==> config.mk <==
export PLATFORM = sky130hd
export DESIGN_NAME = lsp_merge
export DESIGN_NICKNAME = d
export VERILOG_FILES = /design/src/rtl/lsp_pkg.sv /design/src/rtl/lsp_div.sv /design/src/rtl/lsp_merge.sv
export SDC_FILE = /design/constraint.sdc
export NUM_CORES = 1
export LEC_CHECK = 0
export BUFFER_PORTS_ARGS = -buffer_cell sky130_fd_sc_hd__buf_2
export CAP_MARGIN = 5
export CORE_MARGIN = 2
export CORE_UTILIZATION = 46
export CTS_CLUSTER_SIZE = 25
export DETAILED_ROUTE_END_ITERATION = 7
export PLACE_DENSITY_LB_ADDON = 0.25
export SYNTH_ARGS = -nofsm -noshare
export SYNTH_HDL_FRONTEND = slang
export SYNTH_SLANG_ARGS = --single-unit
==> constraint.sdc <==
create_clock -name i_clk -period 8.9 [get_ports i_clk]
set_input_delay 1.78 -clock i_clk [delete_from_list [all_inputs] [get_ports i_clk]]
set_output_delay 1.78 -clock i_clk [all_outputs]
set_load 0.005 [all_outputs]
==> src/rtl/lsp_pkg.sv <==
// Shared types, constants and codes of the line sensor position estimator.
`default_nettype none
package lsp_pkg;

    localparam int SENSORS_DEF     = 8;
    localparam int ADC_BITS_DEF    = 10;
    localparam int BURST_READS_DEF = 10;

    localparam int INPUT_LANES = 8;
    localparam int KIND_W      = 2;
    localparam int SAMPLE_W    = 10;
    localparam int POS_W       = 13;
    localparam int READ_W      = 16;
    localparam int SUM_W       = 16;
    localparam int VAL_W       = 10;
    localparam int SC_W        = 4;
    localparam int SPS_W       = 7;
    localparam int MAXV_W      = 10;
    localparam int CFG_IDX_W   = 2;
    localparam int CFG_DATA_W  = 10;

    localparam int SCALE       = 1000;
    localparam int LINE_LEVEL  = 200;
    localparam int NOISE_LEVEL = 50;
    localparam int MAX_SAMPLES = 64;

    localparam int AVG_STEPS   = 16;
    localparam int MAP_STEPS   = 10;
    localparam int LANE_DIVD_W = 26;
    localparam int LANE_Q_W    = 16;
    localparam int STEP_W      = 5;

    localparam int SENSOR_COUNT_RST = 8;
    localparam int SPS_RST          = 4;
    localparam int MAX_VALUE_RST    = 1023;
    localparam int CAL_EN_RST       = 1;

    typedef enum logic [KIND_W-1:0] {
        KIND_LINE  = 2'd0,
        KIND_CAL   = 2'd1,
        KIND_CLEAR = 2'd2,
        KIND_NONE  = 2'd3
    } t_kind;

    typedef enum logic [CFG_IDX_W-1:0] {
        CFG_SENSOR_COUNT = 2'd0,
        CFG_SAMPLES      = 2'd1,
        CFG_MAX_VALUE    = 2'd2,
        CFG_CAL_ENABLE   = 2'd3
    } t_cfg_idx;

    typedef struct packed {
        logic              accum;
        logic              avg_start;
        logic              rd_load;
        logic              map_start;
        logic              burst_update;
        logic              burst_first;
        logic              burst_end;
        logic              cal_clear;
        logic [SPS_W-1:0]  samples;
        logic [MAXV_W-1:0] max_value;
    } t_lane_ctl;

endpackage
`default_nettype wire

==> src/rtl/lsp_div.sv <==
// Iterative shift-subtract divider, one quotient bit per cycle.
`default_nettype none
module lsp_div import lsp_pkg::*; #(
    parameter int DW = LANE_DIVD_W,
    parameter int VW = READ_W,
    parameter int QW = LANE_Q_W,
    parameter int SW = $clog2(QW + 1)
) (
    input  wire logic          i_clk,
    input  wire logic          i_rst_n,
    input  wire logic          i_start,
    input  wire logic [DW-1:0] i_dividend,
    input  wire logic [VW-1:0] i_divisor,
    input  wire logic [SW-1:0] i_steps,
    output logic      [QW-1:0] o_quotient
);
    localparam int CW = (DW > VW + QW - 1) ? DW : VW + QW - 1;

    logic [CW-1:0] r_rem;
    logic [CW-1:0] r_dsh;
    logic [QW-1:0] r_q;
    logic [SW-1:0] r_cnt;

    always_ff @(posedge i_clk) begin
        if (!i_rst_n) begin
            r_cnt <= '0;
        end else if (i_start) begin
            r_rem <= CW'(i_dividend);
            r_dsh <= CW'(i_divisor) << (i_steps - SW'(1));
            r_q   <= '0;
            r_cnt <= i_steps;
        end else if (r_cnt != '0) begin
            if (r_rem >= r_dsh) begin
                r_rem <= r_rem - r_dsh;
                r_q   <= {r_q[QW-2:0], 1'b1};
            end else begin
                r_q   <= {r_q[QW-2:0], 1'b0};
            end
            r_dsh <= r_dsh >> 1;
            r_cnt <= r_cnt - SW'(1);
        end
    end

    assign o_quotient = r_q;
endmodule
`default_nettype wire

==> src/rtl/lsp_merge.sv <==
// Merge stage: weighted sum over lanes, position divide, lost-line edge.
`default_nettype none
module lsp_merge import lsp_pkg::*; #(
    parameter int SENSORS = SENSORS_DEF
) (
    input  wire logic                             i_clk,
    input  wire logic                             i_rst_n,
    input  wire logic                             i_start,
    input  wire logic [$clog2(SENSORS+1)-1:0]     i_count,
    input  wire logic [VAL_W-1:0]                 i_values [SENSORS],
    output logic                                  o_done,
    output logic      [POS_W-1:0]                 o_position,
    output logic                                  o_seen
);
    localparam int NW    = $clog2(SENSORS + 1);
    localparam int IDX_W = $clog2(SENSORS);
    localparam int WGT_W = $clog2(SCALE * (SENSORS - 1) + 1);
    localparam int WT_W  = $clog2(SCALE * SCALE * SENSORS * (SENSORS - 1) / 2 + 1);
    localparam int TOT_W = $clog2(SCALE * SENSORS + 1);
    localparam int QS_W  = $clog2(WGT_W + 1);
    localparam int CMP_W = (WGT_W > POS_W) ? WGT_W : POS_W;

    typedef enum logic [2:0] {M_IDLE, M_ACC, M_FLUSH, M_DIV, M_DONE} t_mstate;

    t_mstate          r_state;
    logic [IDX_W-1:0] r_idx;
    logic [WGT_W-1:0] r_wt;
    logic [WT_W-1:0]  r_prod;
    logic [WT_W-1:0]  r_weighted;
    logic [TOT_W-1:0] r_total;
    logic             r_seen;
    logic [QS_W-1:0]  r_cnt;
    logic [POS_W-1:0] r_pos;
    logic [POS_W-1:0] r_last;

    logic [VAL_W-1:0] w_v;
    logic             w_keep;
    logic [WGT_W-1:0] w_span;
    logic [WGT_W-1:0] w_edge;
    logic             w_div_start;
    logic [WGT_W-1:0] w_q;

    always_comb begin
        w_v         = i_values[r_idx];
        w_keep      = w_v > VAL_W'(NOISE_LEVEL);
        w_span      = WGT_W'(i_count - NW'(1)) * WGT_W'(SCALE);
        w_edge      = (CMP_W'(r_last) < CMP_W'(w_span >> 1)) ? '0 : w_span;
        w_div_start = (r_state == M_FLUSH) && r_seen;
    end

    lsp_div #(
        .DW (WT_W),
        .VW (TOT_W),
        .QW (WGT_W),
        .SW (QS_W)
    ) u_div (
        .i_clk      (i_clk),
        .i_rst_n    (i_rst_n),
        .i_start    (w_div_start),
        .i_dividend (r_weighted + r_prod),
        .i_divisor  (r_total),
        .i_steps    (QS_W'(WGT_W)),
        .o_quotient (w_q)
    );

    always_ff @(posedge i_clk) begin
        if (!i_rst_n) begin
            r_state <= M_IDLE;
            r_last  <= '0;
        end else begin
            case (r_state)
                M_IDLE: begin
                    if (i_start) begin
                        r_idx      <= '0;
                        r_wt       <= '0;
                        r_prod     <= '0;
                        r_weighted <= '0;
                        r_total    <= '0;
                        r_seen     <= 1'b0;
                        r_state    <= M_ACC;
                    end
                end
                M_ACC: begin
                    r_prod     <= w_keep ? WT_W'(w_v) * WT_W'(r_wt) : '0;
                    r_weighted <= r_weighted + r_prod;
                    if (w_keep) begin
                        r_total <= r_total + TOT_W'(w_v);
                    end
                    if (w_v > VAL_W'(LINE_LEVEL)) begin
                        r_seen <= 1'b1;
                    end
                    r_wt  <= r_wt + WGT_W'(SCALE);
                    r_idx <= r_idx + IDX_W'(1);
                    if (r_idx == IDX_W'(i_count - NW'(1))) begin
                        r_state <= M_FLUSH;
                    end
                end
                M_FLUSH: begin
                    r_weighted <= r_weighted + r_prod;
                    if (r_seen) begin
                        r_cnt   <= QS_W'(WGT_W);
                        r_state <= M_DIV;
                    end else begin
                        r_pos   <= POS_W'(w_edge);
                        r_state <= M_DONE;
                    end
                end
                M_DIV: begin
                    if (r_cnt == '0) begin
                        r_pos   <= POS_W'(w_q);
                        r_last  <= POS_W'(w_q);
                        r_state <= M_DONE;
                    end else begin
                        r_cnt <= r_cnt - QS_W'(1);
                    end
                end
                M_DONE: begin
                    r_state <= M_IDLE;
                end
                default: begin
                    r_state <= M_IDLE;
                end
            endcase
        end
    end

    assign o_done     = (r_state == M_DONE);
    assign o_position = r_pos;
    assign o_seen     = r_seen;
endmodule
`default_nettype wire

==> impl_metrics.tcl <==
set metrics [dict create \
    cts_resized 0 \
    cts_tree "built" \
    post-route-period-util_pct 80.7 \
    wirelength_um 30700 \
    grt_pass1_vias 10300 \
    start_util_pct 46.8 \
    fin_area_um2 15500 \
    fillers 2689 \
    portBuffers 101 \
    max_stage_delay_ns 0.55 \
    crit_family "adder cells" \
    relSlewSlack_pct 33.4 \
    crit_type "primary input to flip-flop" \
    path_clk_slew_ns 0.08 \
    worst-path-max-fanout 10 \
    cts_hold_buf 0 \
    status "finished clean" \
    rsz0062_at_grt "false" \
    grt_pass1_wl_um 51400 \
    pwr_density_cell_nw_per_um2 346 \
    synth_top_area_share_pct 32.2 \
    fp-row-count 63 \
    drc 0 \
    gp_congestion 0.833 \
    nets 1778 \
    synth_top_area_cell "edfxtp_1" \
    vdd_drop_max_uv 366 \
    antenna_left 0 \
    critPathMostFrequentCell "fa_1" \
    layout_min_cycle_time_ns 7.19 \
    synthCells 1390 \
    clock-root-buffer "clkbuf_16" \
    synth_ff_type "edfxtp_1" \
    tns_ns 0 \
    drt_iter0_drc 643 \
    routed-via-count 10000 \
    hp-class "flip-flop to flip-flop" \
    crit_buf_inv 5 \
    skew_ns 0.0164 \
    drive_gt1_share_pct 12.7 \
    antenna_found_initial 1 \
    ys_types 68 \
    avgSynthCellArea_um2 10.0 \
    final_cell_mix "155 x inv_1, 149 x edfxtp_1, 142 x ha_1" \
    ys_warn_count 0 \
    area_growth_pct 11.1 \
    die_area_um2 31700 \
    dr.pass1.iters 4 \
    ys_seq_area_share_pct 34.7 \
    grt_overflow 0 \
    dp_hpwl_um 23400 \
    core_area_um2 29700 \
    placed_cells 1844 \
    crit_chain "buf_2 -> mux4_2 -> mux2i_2 -> nor2b_1 -> fa_1 -> fa_1 -> inv_1 -> fa_1 -> inv_1 -> fa_1 -> inv_1 -> fa_1 -> inv_1 -> ha_1 -> nor3_1 -> o21ai_0 -> a21oi_1 -> o31ai_1 -> and2_1 -> nor2_1 -> xor2_1 -> nor2_1" \
    numCtsBuffers 17 \
    dpl_cell_area_um2 14800 \
    clkLatencyLatePin_ns 0.45 \
    synthTopCellsByArea "edfxtp_1 32%, ha_1 13%, fa_1 11%" \
    hold_viol_final 0 \
    die_w_um 178 \
    maxCapViolations 0 \
    viasPerCell 5.34 \
    critPathCaptureType "flip-flop" \
    dieHeight_um 178 \
    htreeDepth 4 \
    pin_count 102 \
    cts.sink_count 167 \
    grt_max_degree 63 \
    leakage_uw 0.00682 \
    cp-start-kind "primary input" \
    syn_nets 1695 \
    async_reset_ff_share_pct 0 \
    cp.arrival_ns 7.35 \
    final-instance-count-excl-fill 1878 \
    maxSlewViolCount 0 \
    synth_area_um2 13900 \
    post_drt_wl_per_cell_um 16.3 \
    synth_edf_count 149 \
    cts_buffer_depth 2 \
    tightestPinTransition_ns 0.999 \
    cp_slowest_cell "fa_1" \
    postCtsSetupRepairBufs 0 \
    final_common_cell "inv_1" \
    setup_violations 0 \
    max_freq_mhz 139 \
    ys_seq_elements 167 \
    cp.required_ns 9.07 \
    grt_usage_pct 20.6 \
]
## cell type report
class,count,area [um^2],share of cell area (%)
multi-input cells,1016,8320,53.8
flip-flops and latches,167,4830,31.3
repair buffers,113,596,3.85
inverters,158,593,3.84
well taps,390,488,3.16
clock buffers,17,425,2.75
clock inverters,15,194,1.25
diodes,2,5.00,0.0324
## logic make-up after synthesis
family / after synthesis / share of synthesized area [%]
buf+inv: 207 / 5.75
mux: 37 / 4.74
fa+ha+maj: 218 / 23.7
compound gates: 247 / 10.8
flops: 167 / 34.7
xor+xnor: 93 / 5.85
simple gates: 421 / 14.4
## power breakdown
group | internal (uW) | switching (uW) | total (uW)
registers | 1160 | 104 | 1260
clock network | 386 | 386 | 773
logic | 1400 | 1910 | 3320
## per-layer routing
metal	up-vias	GRT usage [%]	wire length [um]
met2	165	34.7	15000
li1	4939	-	-
met1	4889	28.2	14400
met4	0	4.71	396
met3	29	2.74	939
met5	-	0	0
## cells in the mapped netlist, types with 7 or more instances
master / number
o21a_1: 16
fa_1: 76
a31oi_1: 7
ha_1: 142
nand3_1: 10
mux2i_1: 9
a21o_1: 24
dfxtp_1: 18
clkbuf_1: 43
nand2_1: 135
mux4_2: 19
inv_1: 155
and2_1: 34
nor2b_1: 56
o21ai_0: 58
xnor2_1: 50
and3_1: 7
o21bai_1: 7
nor2_1: 115
xor2_1: 43
edfxtp_1: 149
a21oi_1: 86
nor3_1: 23
nand2b_1: 14
## stage by stage
step	power, uW	setup slack, ns	util [%]	hold slack (ns)
after detailed placement	4600	1.29	49.9	0.455
after global placement	4560	1.35	49.9	0.449
after global routing	5920	1.33	52.0	0.484
final	5350	1.71	52.0	0.464
after floorplan	3840	1.72	-	0.437
after CTS	5400	1.75	52.0	0.467
## flip-flops by register name (all words and copies together) (netlist names)
name,cells
u_div.r_dsh,25
u_div.r_rem,25
r_weighted,22
r_prod,20
o_position,13
r_total,13
u_div.o_quotient,13
r_last,11
r_wt,10
r_cnt,4
u_div.r_cnt,4
r_idx,3
r_state,3
o_seen,1
## worst register-to-register path, delay by kind of cell, from the launching register on
kind / cells / cell delay (ns)
compound gates: 4 / 0.74
simple gates: 4 / 0.49
flops: 1 / 0.80
buf+inv: 6 / 0.71
fa+ha+maj: 6 / 2.86
mux: 2 / 0.99
## path summary, 6_finish.rpt
kind	start	end	slack, ns	cells after the start
max	i_values[44]	r_prod[19]	1.71	22
min	r_last[3]	r_last[3]	0.46	2
max reg2reg	r_idx[0]	r_prod[21]	2.01	22
min reg2reg	r_last[3]	r_last[3]	0.46	2
(Power assumes the default switching activity.)
