$ cat src/rtl/lsp_pkg.sv
// Shared types, constants and codes of the line sensor position estimator.
`default_nettype none
package lsp_pkg;

    localparam int SENSORS_DEF     = 8;
    localparam int ADC_BITS_DEF    = 10;
    localparam int BURST_READS_DEF = 10;

    localparam int INPUT_LANES = 8;
    localparam int KIND_W      = 2;
    localparam int SAMPLE_W    = 10;
    localparam int POS_W       = 13;
    localparam int READ_W      = 16;
    localparam int SUM_W       = 16;
    localparam int VAL_W       = 10;
    localparam int SC_W        = 4;
    localparam int SPS_W       = 7;
    localparam int MAXV_W      = 10;
    localparam int CFG_IDX_W   = 2;
    localparam int CFG_DATA_W  = 10;

    localparam int SCALE       = 1000;
    localparam int LINE_LEVEL  = 200;
    localparam int NOISE_LEVEL = 50;
    localparam int MAX_SAMPLES = 64;

    localparam int AVG_STEPS   = 16;
    localparam int MAP_STEPS   = 10;
    localparam int LANE_DIVD_W = 26;
    localparam int LANE_Q_W    = 16;
    localparam int STEP_W      = 5;

    localparam int SENSOR_COUNT_RST = 8;
    localparam int SPS_RST          = 4;
    localparam int MAX_VALUE_RST    = 1023;
    localparam int CAL_EN_RST       = 1;

    typedef enum logic [KIND_W-1:0] {
        KIND_LINE  = 2'd0,
        KIND_CAL   = 2'd1,
        KIND_CLEAR = 2'd2,
        KIND_NONE  = 2'd3
    } t_kind;

    typedef enum logic [CFG_IDX_W-1:0] {
        CFG_SENSOR_COUNT = 2'd0,
        CFG_SAMPLES      = 2'd1,
        CFG_MAX_VALUE    = 2'd2,
        CFG_CAL_ENABLE   = 2'd3
    } t_cfg_idx;

    typedef struct packed {
        logic              accum;
        logic              avg_start;
        logic              rd_load;
        logic              map_start;
        logic              burst_update;
        logic              burst_first;
        logic              burst_end;
        logic              cal_clear;
        logic [SPS_W-1:0]  samples;
        logic [MAXV_W-1:0] max_value;
    } t_lane_ctl;

endpackage
`default_nettype wire

$ cat src/rtl/lsp_div.sv
// Iterative shift-subtract divider, one quotient bit per cycle.
`default_nettype none
module lsp_div import lsp_pkg::*; #(
    parameter int DW = LANE_DIVD_W,
    parameter int VW = READ_W,
    parameter int QW = LANE_Q_W,
    parameter int SW = $clog2(QW + 1)
) (
    input  wire logic          i_clk,
    input  wire logic          i_rst_n,
    input  wire logic          i_start,
    input  wire logic [DW-1:0] i_dividend,
    input  wire logic [VW-1:0] i_divisor,
    input  wire logic [SW-1:0] i_steps,
    output logic      [QW-1:0] o_quotient
);
    localparam int CW = (DW > VW + QW - 1) ? DW : VW + QW - 1;

    logic [CW-1:0] r_rem;
    logic [CW-1:0] r_dsh;
    logic [QW-1:0] r_q;
    logic [SW-1:0] r_cnt;

    always_ff @(posedge i_clk) begin
        if (!i_rst_n) begin
            r_cnt <= '0;
        end else if (i_start) begin
            r_rem <= CW'(i_dividend);
            r_dsh <= CW'(i_divisor) << (i_steps - SW'(1));
            r_q   <= '0;
            r_cnt <= i_steps;
        end else if (r_cnt != '0) begin
            if (r_rem >= r_dsh) begin
                r_rem <= r_rem - r_dsh;
                r_q   <= {r_q[QW-2:0], 1'b1};
            end else begin
                r_q   <= {r_q[QW-2:0], 1'b0};
            end
            r_dsh <= r_dsh >> 1;
            r_cnt <= r_cnt - SW'(1);
        end
    end

    assign o_quotient = r_q;
endmodule
`default_nettype wire

$ cat src/rtl/lsp_lane.sv
// One sensor lane: scan accumulation, rounding, burst and calibration, mapping.
`default_nettype none
module lsp_lane import lsp_pkg::*; (
    input  wire logic                i_clk,
    input  wire logic                i_rst_n,
    input  wire t_lane_ctl           i_ctl,
    input  wire logic                i_active,
    input  wire logic [SAMPLE_W-1:0] i_sample,
    output logic      [VAL_W-1:0]    o_value
);
    typedef enum logic [1:0] {MAP_ZERO, MAP_FULL, MAP_DIV} t_map;

    logic [SUM_W-1:0]       r_sum;
    logic [READ_W-1:0]      r_rd;
    logic [READ_W-1:0]      r_blo;
    logic [READ_W-1:0]      r_bhi;
    logic [READ_W-1:0]      r_chi;
    logic [READ_W-1:0]      r_clo;
    t_map                   r_map;

    logic [READ_W-1:0]      w_den;
    logic [READ_W-1:0]      w_diff;
    logic [READ_W-1:0]      w_eff_hi;
    logic [READ_W-1:0]      w_eff_lo;
    logic [READ_W-1:0]      n_blo;
    logic [READ_W-1:0]      n_bhi;
    logic                   w_div_start;
    logic [LANE_DIVD_W-1:0] w_dividend;
    logic [READ_W-1:0]      w_divisor;
    logic [STEP_W-1:0]      w_steps;
    logic [LANE_Q_W-1:0]    w_q;

    always_comb begin
        w_den       = r_chi - r_clo;
        w_diff      = r_rd - r_clo;
        w_eff_hi    = i_ctl.cal_clear ? '0 : r_chi;
        w_eff_lo    = i_ctl.cal_clear ? READ_W'(i_ctl.max_value) : r_clo;
        n_blo       = (i_ctl.burst_first || r_rd < r_blo) ? r_rd : r_blo;
        n_bhi       = (i_ctl.burst_first || r_rd > r_bhi) ? r_rd : r_bhi;
        w_div_start = i_ctl.avg_start | i_ctl.map_start;
        if (i_ctl.avg_start) begin
            w_dividend = LANE_DIVD_W'(r_sum) + LANE_DIVD_W'(i_ctl.samples >> 1);
            w_divisor  = READ_W'(i_ctl.samples);
            w_steps    = STEP_W'(AVG_STEPS);
        end else begin
            w_dividend = LANE_DIVD_W'(w_diff) * LANE_DIVD_W'(SCALE);
            w_divisor  = w_den;
            w_steps    = STEP_W'(MAP_STEPS);
        end
    end

    lsp_div #(
        .DW (LANE_DIVD_W),
        .VW (READ_W),
        .QW (LANE_Q_W),
        .SW (STEP_W)
    ) u_div (
        .i_clk      (i_clk),
        .i_rst_n    (i_rst_n),
        .i_start    (w_div_start),
        .i_dividend (w_dividend),
        .i_divisor  (w_divisor),
        .i_steps    (w_steps),
        .o_quotient (w_q)
    );

    always_ff @(posedge i_clk) begin
        if (!i_rst_n) begin
            r_sum <= '0;
            r_chi <= '0;
            r_clo <= READ_W'(MAX_VALUE_RST);
            r_map <= MAP_ZERO;
        end else begin
            if (i_ctl.avg_start) begin
                r_sum <= '0;
            end else if (i_ctl.accum) begin
                r_sum <= r_sum + SUM_W'(i_sample);
            end
            if (i_ctl.map_start) begin
                if (w_den == '0 || r_rd <= r_clo) begin
                    r_map <= MAP_ZERO;
                end else if (w_diff >= w_den) begin
                    r_map <= MAP_FULL;
                end else begin
                    r_map <= MAP_DIV;
                end
            end
            if (i_ctl.burst_update && i_active) begin
                if (i_ctl.burst_end) begin
                    r_chi <= (n_blo > w_eff_hi) ? n_blo : w_eff_hi;
                    r_clo <= (n_bhi < w_eff_lo) ? n_bhi : w_eff_lo;
                end else begin
                    r_chi <= w_eff_hi;
                    r_clo <= w_eff_lo;
                end
            end else if (i_ctl.cal_clear) begin
                r_chi <= '0;
                r_clo <= READ_W'(i_ctl.max_value);
            end
        end
    end

    always_ff @(posedge i_clk) begin
        if (i_ctl.rd_load) begin
            r_rd <= w_q;
        end
        if (i_ctl.burst_update && i_active) begin
            r_blo <= n_blo;
            r_bhi <= n_bhi;
        end
    end

    always_comb begin
        case (r_map)
            MAP_ZERO: o_value = '0;
            MAP_FULL: o_value = VAL_W'(SCALE);
            MAP_DIV:  o_value = w_q[VAL_W-1:0];
            default:  o_value = '0;
        endcase
    end
endmodule
`default_nettype wire

$ cat config.mk
export PLATFORM = sky130hd
export DESIGN_NAME = lsp_lane
export DESIGN_NICKNAME = d
export VERILOG_FILES = /design/src/rtl/lsp_pkg.sv /design/src/rtl/lsp_div.sv /design/src/rtl/lsp_lane.sv
export SDC_FILE = /design/constraint.sdc
export NUM_CORES = 1
export LEC_CHECK = 0
export ABC_CLOCK_PERIOD_IN_PS = 9500
export BUFFER_PORTS_ARGS = -buffer_cell sky130_fd_sc_hd__buf_4
export CELL_PAD_IN_SITES_DETAIL_PLACEMENT = 1
export CELL_PAD_IN_SITES_GLOBAL_PLACEMENT = 2
export CORE_ASPECT_RATIO = 1.2
export CORE_MARGIN = 4
export CORE_UTILIZATION = 41
export DETAILED_ROUTE_END_ITERATION = 6
export GPL_ROUTABILITY_DRIVEN = 0
export MAX_ROUTING_LAYER = met4
export PLACE_DENSITY = 0.89
export SLEW_MARGIN = 20
export SYNTH_ARGS = -nofsm -noshare
export SYNTH_HDL_FRONTEND = slang
export SYNTH_HIERARCHICAL = 1
export SYNTH_SLANG_ARGS = --single-unit
$ cat constraint.sdc
create_clock -name i_clk -period 9.5 [get_ports i_clk]
set_clock_uncertainty 0.2 [all_clocks]
set_input_delay 0 -clock i_clk [delete_from_list [all_inputs] [get_ports i_clk]]
set_output_delay 0 -clock i_clk [all_outputs]
set_load 0.02 [all_outputs]
==> reports/qor.txt, run 1 <==
Pwr per Cell Area - 372 nW/um2
internal power - 0.00352 W
PortBufs - 47
drt first-iter violations - 686
CP dominant cell by count - fa_1
max-slew violations - 0
post-route non-filler standard cell count - 2587
Post-synth top cells - inv_1, ha_1, nand2_1, a21oi_1, edfxtp_1
Die Height - 234 um
Die Wd - 196 um
# H-tree levels - 4
commonest register cell after synthesis - edfxtp_1
final setup fails - 0
clock latency on the worst-skew pair - 0.48 ns
post-route minimum period - 7.53 ns
switching power share of the total - 51.1%
Core ar. - 41900 um2
WL/cell - 21.0 um
worst min-delay path class - input port to flop
Psw - 0.00367 W
Rel. slew slack - 24.5%
Slowest-stage cell, CP - xor2_1
share of cells above drive strength 1 - 8.77%
Setup WS post-layout - 1.97 ns
TritonCTS Buffers - 17
area of the die - 45800 um2
CTS root buffer - clkbuf_16
top cells by area, synth - edfxtp_1, ha_1, dfxtp_1
Fin. Hold Viols - 0
async set-reset flop share out of synthesis - 0%
Post-DP Area - 18400 um2
Fillers - 4945
DP HPWL - 43.3 mm
CTS clk-pin slew, worst paths - 0.08 ns
worst slew pin tran - 1.12 ns
vias in the first global route - 16200
top-count cell post-synth - inv_1
part of the power in the clock network - 10.3%
RSZ-0062 raised after global routing - false
critical path, cell by cell - ha_1 -> o21a_1 -> o31a_1 -> o41ai_1 -> nand2b_1 -> xor2_1 -> xnor2_1 -> fa_1 -> fa_1 -> fa_1 -> inv_1 -> ha_1 -> or4_1 -> o21ai_0 -> nor2_1 -> a21boi_1 -> o21ai_0 -> a2111o_1 -> a41oi_1 -> xnor2_1 -> nor2_1 -> inv_1 -> a221oi_1
Cell Area, Synth - 17400 um2
Mapped Avg Cell Area - 8.84 um2
Critical Path End Type - flop
routed vias - 14800
Leakage - 8.46 nW
sequential cell fraction of total power - 15.1%
Post-CTS Setup Inserts - 0
CP Launch Type - flop
f_max - 0.133 GHz
CP Max Fanout - 9
Logic pwr share - 74.5%
Setup TNS Final - 0 ns
remaining global-route overflow - 0
Pre-Repair DR Iteration Count - 5
Ports - 48
first-pass GRT wire length - 87.0 mm
Routed WL - 54.4 mm
utilization after layout - 46.1%
ANT nets after route - 0
maximum VDD drop - 237 uV
Worst EP arrival - 7.63 ns
via/cell ratio - 5.74
maximum clock path buffer count - 2
#FFs+latches synth - 181
dpl cells - 2522
ANT cells - 0
outcome - finished clean
share of Yosys cell area claimed by the top area cell type - 21.8%
initial antenna violation count - 0
# Max-Cap Violations - 0
Syn Inst Count - 1968
CTS Sinks - 181
count of different cell masters after synthesis - 88
Rows - 82
overall routing resource usage - 24.6%
post-synthesis sequential area ratio - 28.1%
Worst R2R Setup Slack - 1.97 ns
largest stage delay on the critical path - 0.68 ns
number of flops mapped to enable cells by yosys - 126
Starting Density - 41.5%
post-synth top area cell - edfxtp_1
pin count of the biggest net entering global routing - 77
Syn-to-layout area delta - 11.0%
PostCTS Resize Cnt - 0
Synthesis Warnings - 6
nets@finish - 2322
final instance area - 19300 um2
Hold Buf Count CTS - 33
DRC violations left - 0
crit share post-route - 79.2%
crit path kind - flop to flop
Setup WS pre-CTS - 1.96 ns
worst endpoint required time - 9.60 ns
CTS tree - yes
[power groups by stage]
stage	logic (W)	registers, W	clock network, W
floorplan	0.00387	0.00107	0
global placement	0.00510	0.00110	0
detailed placement	0.00528	0.00110	0
CTS	0.00536	0.00109	0.000757
global route	0.00602	0.00110	0.000785
finish	0.00536	0.00109	0.000742
[layer usage]
layer	share of wire [%]	vias up	GRT usage (%)
li1	-	7121	-
met2	54	207	45.7
met3	2.3	91	2.44
met1	40	7429	27.0
met4	3.9	0	10.0
met5	0	-	-
[sequential cells by signal, indices dropped and copies added (netlist names)]
| signal | cells |
|---|---|
| u_div/r_cnt | 5 |
| r_map | 2 |
| r_blo | 16 |
| r_clo | 16 |
| u_div/r_dsh | 31 |
| u_div/o_quotient | 16 |
| r_chi | 16 |
| u_div/r_rem | 31 |
| r_rd | 16 |
| r_sum | 16 |
| r_bhi | 16 |
[stage by stage]
step	hold WS [ns]	power [W]
after floorplan	-0.0875	0.00495
after global routing	0.0576	0.00790
after CTS	0.00496	0.00720
final	0.0238	0.00718
after global placement	0.154	0.00620
after detailed placement	0.158	0.00639
[cells by family (layout without fill, tap and decap cells)]
family / count (synthesis) / count (layout) / share of synthesized area (%)
other: 1 / 8 / 0.0216
and+or+nand+nor: 526 / 526 / 14.5
adders and majority gates: 259 / 259 / 20.8
xor gates and xnor gates: 109 / 109 / 5.53
muxes: 71 / 71 / 4.65
buffers and inverters: 292 / 358 / 6.33
AOI/OAI and AO/OA: 529 / 529 / 20.1
DFF: 181 / 181 / 28.1
[final cells by class]
cell class	count	area, um2	share of cell area, %
inverter	228	856	4.43
clock buffer	17	425	2.20
clock inverter	15	174	0.901
tap	546	683	3.54
multi-input combinational	1502	11500	59.4
sequential	181	4880	25.3
timing repair buffer	98	818	4.24
[final timing paths]
kind	from	end	cells after the start
worst max-delay path	r_rd[2]$_DFFE_PP_	u_div/r_rem[25]$_DFFE_PP_	23
worst min-delay path	i_ctl[17]	r_clo[11]$_SDFF_PN0_	3
worst max register to register	r_rd[2]$_DFFE_PP_	u_div/r_rem[25]$_DFFE_PP_	23
worst min register to register	u_div/o_quotient[15]$_SDFFCE_PP0P_	r_rd[15]$_DFFE_PP_	0
[worst max-delay path, delay by kind of cell (launching register included)]
| kind | cells | cell delay, ns |
|---|---|---|
| XOR/XNOR | 3 | 0.98 |
| AND/OR/NAND/NOR | 4 | 0.82 |
| flip-flops | 1 | 0.53 |
| buffers and inverters | 2 | 0.10 |
| adder cells (fa/ha/maj) | 5 | 2.26 |
| AO/OA/AOI/OAI | 9 | 2.46 |
[cells in the final DEF (no fill, tap or decap), drive strengths merged, types with 42 or more instances in the layout]
cell | Yosys | layout
inv | 226 | 235
ha | 205 | 205
nand2 | 184 | 184
a21oi | 159 | 159
edfxtp | 126 | 126
nor2 | 115 | 115
o21ai | 104 | 104
xnor2 | 67 | 67
buf | 11 | 65
dfxtp | 55 | 55
a21o | 52 | 52
fa | 51 | 51
xor2 | 42 | 42
Note: power is estimated with default switching activity, not from simulation.
==> run 2: changes to the inputs <==
- ABC_CLOCK_PERIOD_IN_PS: 9500 -> 6300
- CORE_UTILIZATION: 41 -> 37
- PLACE_DENSITY: 0.89 -> 0.85
- clock period: 9.5 -> 6.3 ns (I/O delays scaled with it)
==> run 2 against run 1 <==
The run now ends with setup timing left. Critical path depth is 3 higher. Setup slack got worse by 2.1 ns. Cell area up 8.4%. Die area is 10% higher. Count of clock-buffer cells in the layout unchanged. First-iteration DRC count grew 3.6%. Fmax grew 17%.
==> reports/qor.txt, run 2 (synthesis gave the netlist of run 1 again) <==
hold depth - 6
reg-to-reg critical path startpoint - r_rd[0]$_DFFE_PP_
via/cell ratio - 5.53
Fin. Hold Viols - 0
CP Max Fanout - 3
CP Launch Type - flop
outcome - finished with violations
DRC violations left - 0
initial antenna violation count - 1
Fillers - 5354
final setup fails - 5
worst endpoint required time - 6.41 ns
RSZ-0062 raised after global routing - true
Routed WL - 57.1 mm
Rel. slew slack - 28.8%
clock latency on the worst-skew pair - 0.48 ns
Hold Startpoint - i_ctl[13]
CTS Sinks - 181
crit share post-route - 102%
PortBufs - 47
Post-DP Area - 19400 um2
most frequent cells in the layout - inv_1, ha_1, nand2_1
crit path kind - flop to flop
# Max-Cap Violations - 0
# H-tree levels - 4
most common cell after layout, fill and taps aside - inv_1
Pre-Repair DR Iteration Count - 5
share of cells above drive strength 1 - 17.5%
post-route minimum period - 6.45 ns
Die Wd - 206 um
post-route non-filler standard cell count - 2777
dpl cells - 2686
WL/cell - 20.5 um
utilization after layout - 45.3%
Rows - 86
Core ar. - 46200 um2
Critical path origin - r_rd[0]$_DFFE_PP_
first-pass GRT wire length - 88.6 mm
maximum clock path buffer count - 2
Setup WS pre-CTS - -0.290 ns
Multi-input gate area - 12100 um2
Setup WS post-layout - -0.151 ns
Reg area - 4880 um2
pin count of the biggest net entering global routing - 60
Starting Density - 37.7%
DP HPWL - 44.5 mm
worst slew pin tran - 1.05 ns
ANT nets after route - 0
vias in the first global route - 16500
Worst R2R Path Depth - 26
CTS tree - yes
overall routing resource usage - 22.9%
remaining global-route overflow - 0
Critical Path End Type - flop
f_max - 0.155 GHz
area of the die - 50500 um2
Worst EP arrival - 6.56 ns
Ports - 48
worst min-delay path class - input port to flop
routed vias - 15400
drt first-iter violations - 711
failing checks - setup timing
final instance area - 20900 um2
Syn-to-layout area delta - 20.4%
Die Height - 245 um
CTS clk-pin slew, worst paths - 0.08 ns
nets@finish - 2441
max-slew violations - 0
top flop regs - u_div/r_dsh (31), u_div/r_rem (31)
TritonCTS Buffers - 17
CTS root buffer - clkbuf_16
==> run 2: cell count changes in the layout (fill, tap and decap cells not counted), moves of 6 or more <==
cell / previous run / this run
o21ai_0: 101 / 88
o21ai_1: 3 / 13
ha_4: 0 / 8
buf_6: 0 / 9
inv_2: 1 / 13
a21oi_2: 0 / 15
xnor2_2: 2 / 8
buf_4: 65 / 171
inv_1: 224 / 213
xnor2_1: 65 / 54
a21oi_1: 159 / 142
ha_1: 205 / 192
==> run 2: final timing paths <==
path                               end  slack, ns
min           u_div/r_rem[2]$_DFFE_PP_       0.02
min reg2reg         r_rd[15]$_DFFE_PP_       0.22
max          u_div/r_rem[25]$_DFFE_PP_      -0.15
max reg2reg  u_div/r_rem[25]$_DFFE_PP_      -0.15
==> run 2: final cells by class <==
type	instances	area share (%)
Inverter	228	4.09
Sequential cell	181	23.3
Clock inverter	15	0.699
Tap cell	616	3.68
Clock buffer	17	2.03
Timing Repair Buffer	217	8.48
Antenna cell	1	0.0120
Multi-Input combinational cell	1502	57.7
==> run 2: per-layer routing <==
metal	part of all wire, %	GRT usage, %	wire (um)	vias to the layer above
li1	-	-	-	7362
met1	40	25.0	22800	7645
met2	53	41.0	30200	232
met3	2.1	2.44	1180	115
met4	5.1	11.6	2920	0
met5	0	-	0	-
==> run 2: stage by stage <==
step / TNS (ns) / hold slack (ns)
finish: -0.343 / 0.0218
global route: -1.79 / 0.0558
CTS: -0.0583 / 0.0118
detailed placement: -0.819 / 0.168
global placement: -0.249 / 0.151
floorplan: 0 / -0.0875
==> run 2: critical path: stages, from the launching register on <==
cell and delay [ns]:
edfxtp_1 0.43, inv_2 0.11, ha_4 0.14, inv_2 0.04
fa_2 0.35, a21o_1 0.17, a21oi_2 0.16, o211ai_1 0.17
a221o_1 0.40, a21oi_2 0.26, xnor2_2 0.13, buf_6 0.14
ha_1 0.27, inv_1 0.05, fa_1 0.52, fa_1 0.44
fa_1 0.53, inv_2 0.05, ha_4 0.21, or2_4 0.25
and2_4 0.16, a2111o_1 0.45, a41oi_2 0.16, xnor2_1 0.09
nor2_1 0.09, inv_1 0.06, a221oi_2 0.24
==> run 2: what timing repair did <==
item | in CTS | in global routing
setup endpoints to repair | 5 | 12
gates resized for setup | 25 | 67
hold endpoints to repair | 54 | 0
pin swaps | 12 | 31
hold buffers | 35 | 0
setup buffers | 6 | 17
Power of run 2 is left out: the tool's default activity adds up to more than one toggle a clock period on the data nets, which glitch-free logic cannot reach.
